### src/design/rk4_pkg.sv
// Shared constants, command types and fixed-point helpers for the RK4 integrator.
package rk4_pkg;

   localparam int FracBits  = 16;
   localparam int MaxSteps  = 64;
   localparam int StepW     = 7;
   localparam int DataW     = 32;
   localparam int StepSizeW = 31;
   localparam int SumW      = 35;
   localparam int DivW      = 36;
   localparam int DivDigits = DivW / 4;
   localparam int DigitW    = $clog2(DivDigits);
   localparam int DivRecip  = 43;   // floor(t*43/256) == floor(t/6) for t < 96
   localparam int DivSix    = 6;
   localparam int RoundAdd  = 3;    // half of six, for round-half-away
   localparam int ReqDataW  = 8;
   localparam int RspDataW  = 72;
   localparam int CsrIndexW = 2;

   localparam logic signed [63:0] OneFx     = 64'sd1 <<< FracBits;
   localparam logic signed [63:0] RoundHalf = 64'sd1 <<< (FracBits - 1);
   localparam logic signed [63:0] SatMax    = 64'sd2147483647;
   localparam logic signed [63:0] SatMin    = -64'sd2147483648;

   localparam logic [CsrIndexW-1:0] CSR_START_X   = 2'd0;
   localparam logic [CsrIndexW-1:0] CSR_START_Y   = 2'd1;
   localparam logic [CsrIndexW-1:0] CSR_STEP_SIZE = 2'd2;

   localparam logic signed [DataW-1:0]  StartXReset   = 32'sd0;
   localparam logic signed [DataW-1:0]  StartYReset   = 32'sd32768;
   localparam logic [StepSizeW-1:0]     StepSizeReset = 31'd13107;

   // slope stage: k1 .. k4
   localparam logic [1:0] STAGE_K1 = 2'd0;
   localparam logic [1:0] STAGE_K2 = 2'd1;
   localparam logic [1:0] STAGE_K3 = 2'd2;
   localparam logic [1:0] STAGE_K4 = 2'd3;

   typedef enum logic [3:0] {
      OP_NONE,
      OP_LOAD,
      OP_SETUP,
      OP_SQ,
      OP_SQRND,
      OP_SLOPE,
      OP_KMUL,
      OP_KRND,
      OP_YARG,
      OP_DIVINIT,
      OP_DIV,
      OP_FINISH,
      OP_EMIT
   } op_type;

   typedef struct packed {
      op_type           op;
      logic [1:0]       stage;
      logic [StepW-1:0] step_idx;
      logic             last;
   } cmd_type;

   function automatic logic signed [DataW-1:0] sat32(input logic signed [63:0] v);
      logic signed [DataW-1:0] r;
      priority if (v > SatMax) r = 32'sh7FFF_FFFF;
      else if (v < SatMin)     r = 32'sh8000_0000;
      else                     r = v[DataW-1:0];
      return r;
   endfunction

   function automatic logic sat_hit(input logic signed [63:0] v);
      return (v > SatMax) || (v < SatMin);
   endfunction

   // round half up, floor shift
   function automatic logic signed [63:0] rnd_shift(input logic signed [63:0] p);
      return (p + RoundHalf) >>> FracBits;
   endfunction

endpackage

### src/design/rk4_ctrl.sv
// Controller: step sequencer, stage and digit counters, request and response handshake.
module rk4_ctrl import rk4_pkg::*; (
   input  logic             clock,
   input  logic             reset,
   input  logic             req_tvalid,
   output logic             req_tready,
   input  logic [StepW-1:0] req_step_count,
   output logic             rsp_tvalid,
   input  logic             rsp_tready,
   output cmd_type          cmd
);

   typedef enum logic [11:0] {
      ST_IDLE    = 12'b0000_0000_0001,
      ST_SETUP   = 12'b0000_0000_0010,
      ST_SQ      = 12'b0000_0000_0100,
      ST_SQRND   = 12'b0000_0000_1000,
      ST_SLOPE   = 12'b0000_0001_0000,
      ST_KMUL    = 12'b0000_0010_0000,
      ST_KRND    = 12'b0000_0100_0000,
      ST_YARG    = 12'b0000_1000_0000,
      ST_DIVINIT = 12'b0001_0000_0000,
      ST_DIV     = 12'b0010_0000_0000,
      ST_FINISH  = 12'b0100_0000_0000,
      ST_EMIT    = 12'b1000_0000_0000
   } state_type;

   state_type         state_ff, state_in;
   logic [1:0]        stage_ff, stage_in;
   logic [DigitW-1:0] digit_ff, digit_in;
   logic [StepW-1:0]  step_ff, step_in;
   logic [StepW-1:0]  want_ff, want_in;
   logic              rsp_valid_ff, rsp_valid_in;
   logic [StepW-1:0]  count_clamped;
   logic              accept;

   assign req_tready    = (state_ff == ST_IDLE);
   assign rsp_tvalid    = rsp_valid_ff;
   assign accept        = req_tvalid && req_tready;
   assign count_clamped = (req_step_count > StepW'(MaxSteps)) ? StepW'(MaxSteps)
                                                              : req_step_count;

   always_comb begin
      state_in     = state_ff;
      stage_in     = stage_ff;
      digit_in     = digit_ff;
      step_in      = step_ff;
      want_in      = want_ff;
      rsp_valid_in = rsp_valid_ff && !rsp_tready;
      cmd.op       = OP_NONE;
      cmd.stage    = stage_ff;
      cmd.step_idx = step_ff;
      cmd.last     = (step_ff == want_ff);
      unique case (state_ff)
         ST_IDLE: begin
            if (accept) begin
               cmd.op  = OP_LOAD;
               want_in = count_clamped;
               step_in = StepW'(1);
               if (count_clamped != '0) state_in = ST_SETUP;
            end
         end
         ST_SETUP: begin
            cmd.op   = OP_SETUP;
            stage_in = STAGE_K1;
            state_in = ST_SQ;
         end
         ST_SQ: begin
            cmd.op   = OP_SQ;
            state_in = ST_SQRND;
         end
         ST_SQRND: begin
            cmd.op   = OP_SQRND;
            state_in = ST_SLOPE;
         end
         ST_SLOPE: begin
            cmd.op   = OP_SLOPE;
            state_in = ST_KMUL;
         end
         ST_KMUL: begin
            cmd.op   = OP_KMUL;
            state_in = ST_KRND;
         end
         ST_KRND: begin
            cmd.op   = OP_KRND;
            state_in = ST_YARG;
         end
         ST_YARG: begin
            cmd.op = OP_YARG;
            if (stage_ff == STAGE_K4) begin
               state_in = ST_DIVINIT;
            end else begin
               stage_in = stage_ff + 2'd1;
               state_in = ST_SQ;
            end
         end
         ST_DIVINIT: begin
            cmd.op   = OP_DIVINIT;
            digit_in = '0;
            state_in = ST_DIV;
         end
         ST_DIV: begin
            cmd.op   = OP_DIV;
            digit_in = digit_ff + DigitW'(1);
            if (digit_ff == DigitW'(DivDigits - 1)) state_in = ST_FINISH;
         end
         ST_FINISH: begin
            cmd.op   = OP_FINISH;
            state_in = ST_EMIT;
         end
         ST_EMIT: begin
            if (!rsp_valid_ff || rsp_tready) begin
               cmd.op       = OP_EMIT;
               rsp_valid_in = 1'b1;
               if (step_ff == want_ff) begin
                  state_in = ST_IDLE;
               end else begin
                  step_in  = step_ff + StepW'(1);
                  state_in = ST_SETUP;
               end
            end
         end
         default: state_in = ST_IDLE;
      endcase
   end

   always_ff @(posedge clock) begin
      if (reset) begin
         state_ff     <= ST_IDLE;
         stage_ff     <= STAGE_K1;
         digit_ff     <= '0;
         step_ff      <= '0;
         want_ff      <= '0;
         rsp_valid_ff <= 1'b0;
      end else begin
         state_ff     <= state_in;
         stage_ff     <= stage_in;
         digit_ff     <= digit_in;
         step_ff      <= step_in;
         want_ff      <= want_in;
         rsp_valid_ff <= rsp_valid_in;
      end
   end

endmodule

### config.mk
export PLATFORM = sky130hd
export DESIGN_NAME = rk4_ctrl
export DESIGN_NICKNAME = d
export VERILOG_FILES = /design/src/design/rk4_pkg.sv /design/src/design/rk4_ctrl.sv
export SDC_FILE = /design/constraint.sdc
export NUM_CORES = 1
export LEC_CHECK = 0
export BUFFER_PORTS_ARGS = -buffer_cell sky130_fd_sc_hd__buf_4
export CAP_MARGIN = 15
export CORE_MARGIN = 1
export CORE_UTILIZATION = 25
export DETAILED_ROUTE_END_ITERATION = 12
export GPL_TIMING_DRIVEN = 0
export PLACE_DENSITY = 0.51
export SETUP_SLACK_MARGIN = 0.1
export SYNTH_ARGS = -nofsm -noshare
export SYNTH_HDL_FRONTEND = slang
export SYNTH_SLANG_ARGS = --single-unit
### constraint.sdc
create_clock -name clock -period 4.15 [get_ports clock]
set_input_delay 0.83 -clock clock [delete_from_list [all_inputs] [get_ports clock]]
set_output_delay 0.83 -clock clock [all_outputs]
set_load 0.1 [all_outputs]
==> metrics <==
Syn Area/Cell 8.09 um^2; Cells after DPL 358; Pwr Density 362 nW/um^2; R2R depth 8; Yosys Warn Count 0; Post-synth top cells dfxtp_1, nor2_1, nand2_1; Starting Density 26.0%; f_max 0.305 GHz; worst-skew pair later-pin latency 0.28 ns; full die area 7890 um^2; Max Transition Viols Final 0; status finished clean; most used flip-flop cell after synthesis dfxtp_1; number of global-route vias before repair 1635; final HPWL from detailed placement 3560 um; io pins 27; startpoint types flip-flop; Post-synth EDFFs 0; post-synth cell types 44; Max Root-Sink Buffers 2; final antenna-violating net count 0; hold depth 2; ys async rst share 0%; CTS clk-pin slew, worst paths 0.06 ns; CTS root buf clkbuf_8; period utilization 79.0%; Sw Ratio 37.9%; ANT cells 0; core area 7250 um^2; most frequent cell after synthesis dfxtp_1; RSZ-0062 raised after global routing no; Final setup viols 0; drt wl/cell 13.0 um; initial antenna violation count 0; non-filler instance count after layout 364; Site Rows 31; DRC violations left 0; drt pass-1 iters 4; Peak supply drop 0.140 mV; layout cells sized above 1 19.6%; Setup Buffers After CTS 0; FF+latch area 661 um^2; area of the multi-input gates 1150 um^2; worst min-delay path class flip-flop to flip-flop; static leakage 0.000929 uW; vias per cell 4.79; Die Y 88.8 um; grt total ovfl 0; Worst Tran Pin Value 0.663 ns; Comb pwr share 31.9%; Slowest-stage cell, CP nor4_2; CP cell instances buf_2, nor4_2, nand2_1, nor4_1, a21oi_1, nand4_1, buf_4; Area Growth Syn to Fin 21.5%; Final TNS setup 0 ns; Netlist Area Pre-Place 1890 um^2; largest net degree at the start of global routing 11; clk sinks 33; CP required 3.32 ns; CTS-repair resized insts 0; die width 88.8 um; H-tree depth 2; global-route usage over all layers 12.9%; Final Hold Fails 0; Seq pwr share 41.3%; first-pass GRT wire length 7670 um; final WL 4730 um; P_int 514 uW; number of port buffers 26; max-cap viol count 0; GP Congestion 0.777; Clk pwr share 26.8%; maximum fanout along the worst path 8; Worst Path Arrival 2.45 ns; Layout fillers 808; Total Nets Final 281; slew margin rel. 55.4%; top-area cell type share of the netlist area 35.0%; Final min period 3.28 ns; #FFs+latches synth 33; Post-Synthesis Cells 233; Via Count 1742; sequential fraction of the synthesis area 35.0%; Worst Setup Path Type flip-flop to primary output; Setup Skew 0.00276 ns; CP Capture Type primary output; CTS Hold Buffers Added 0; Post-Syn Nets 248; net load switching power 314 uW; DRT iter0 DRCs 116; Inserted Clock Buffers 5; Critical Path Max Stage Delay 0.61 ns; Synth area leaders dfxtp_1, nor2_1, a21oi_1; CTS tree built; area leader, netlist dfxtp_1
## layout make-up
class | instances | share of cell area [%]
plain buffers | 14 | 3.33
clock buffers | 5 | 3.00
clock inverters | 1 | 0.218
inverters | 4 | 0.655
multi-input cells | 182 | 50.0
flip-flops and latches | 33 | 28.8
well taps | 99 | 5.41
repair buffers | 26 | 8.52
## critical path: cells and delay by family (launching register included)
kind            cells  cell delay, ns
compound gates      1            0.12
buf+inv             2            0.46
flops               1            0.29
simple gates        4            1.30
## state kept, by name, indices dropped and copies added, names as in the netlist
name	count
digit_ff	4
rsp_tvalid	1
stage_ff	2
state_ff	12
step_ff	7
want_ff	7
## worst paths after layout
| path | start | to | slack, ns |
|---|---|---|---|
| max reg2reg | state_ff[7] | step_ff[3] | 1.75 |
| min reg2reg | want_ff[2] | want_ff[2] | 0.47 |
| max | state_ff[7] | cmd[10] | 0.87 |
| min | want_ff[2] | want_ff[2] | 0.47 |
## power groups by stage
stage	registers (uW)	logic [uW]	clock network (uW)
5_1_grt	343	285	245
4_1_cts	342	266	231
3_5_place_dp	349	266	0
2_1_floorplan	356	194	0
6_report	342	265	222
3_3_place_gp	349	264	0
## metal layers
| layer | routed length, um | vias up | GRT usage, % |
|---|---|---|---|
| li1 | - | 901 | - |
| met1 | 2350 | 811 | 17.4 |
| met2 | 2120 | 24 | 19.9 |
| met3 | 181 | 6 | 3.17 |
| met4 | 78 | 0 | 5.13 |
| met5 | 0 | - | 0 |
## metrics by stage
stage                     area (um^2)  utilization [%]  hold WS, ns  total power [uW]  setup slack [ns]
after floorplan                  1900                -        0.443               550            0.0756
after detailed placement         2220             30.6        0.460               615              1.21
final                            2290             31.6        0.469               828             0.871
after CTS                        2290             31.6        0.467               839             0.883
after global routing             2290             31.6        0.498               874             0.754
after global placement           2220             30.6        0.459               613              1.19
## cells by family (layout without fill, tap and decap cells)
logic type	count (synthesis)	in the layout	synth area share (%)
buffers and inverters	18	50	4.84
adder cells (fa/ha/maj)	4	4	2.65
AO/OA/AOI/OAI	41	41	12.5
multiplexers	3	3	1.73
AND/OR/NAND/NOR	122	122	37.7
XOR/XNOR	12	12	5.57
flip-flops	33	33	35.0
## layout by cell type (no fill, tap or decap), drive strengths merged, types with 4 or more instances in the layout
cell,synthesis,final
xor2,7,7
or4,6,6
inv,4,4
and4,4,4
buf,9,35
nor3,8,8
nand3,7,7
o21ai,14,14
nand4,8,8
nor2b,7,7
nor2,28,28
xnor2,5,5
clkbuf,5,10
nor4,8,8
nand2,20,20
and3,4,4
dfxtp,33,33
nand3b,7,7
ha,4,4
a21oi,15,15
Note: power is estimated with default switching activity, not from simulation.
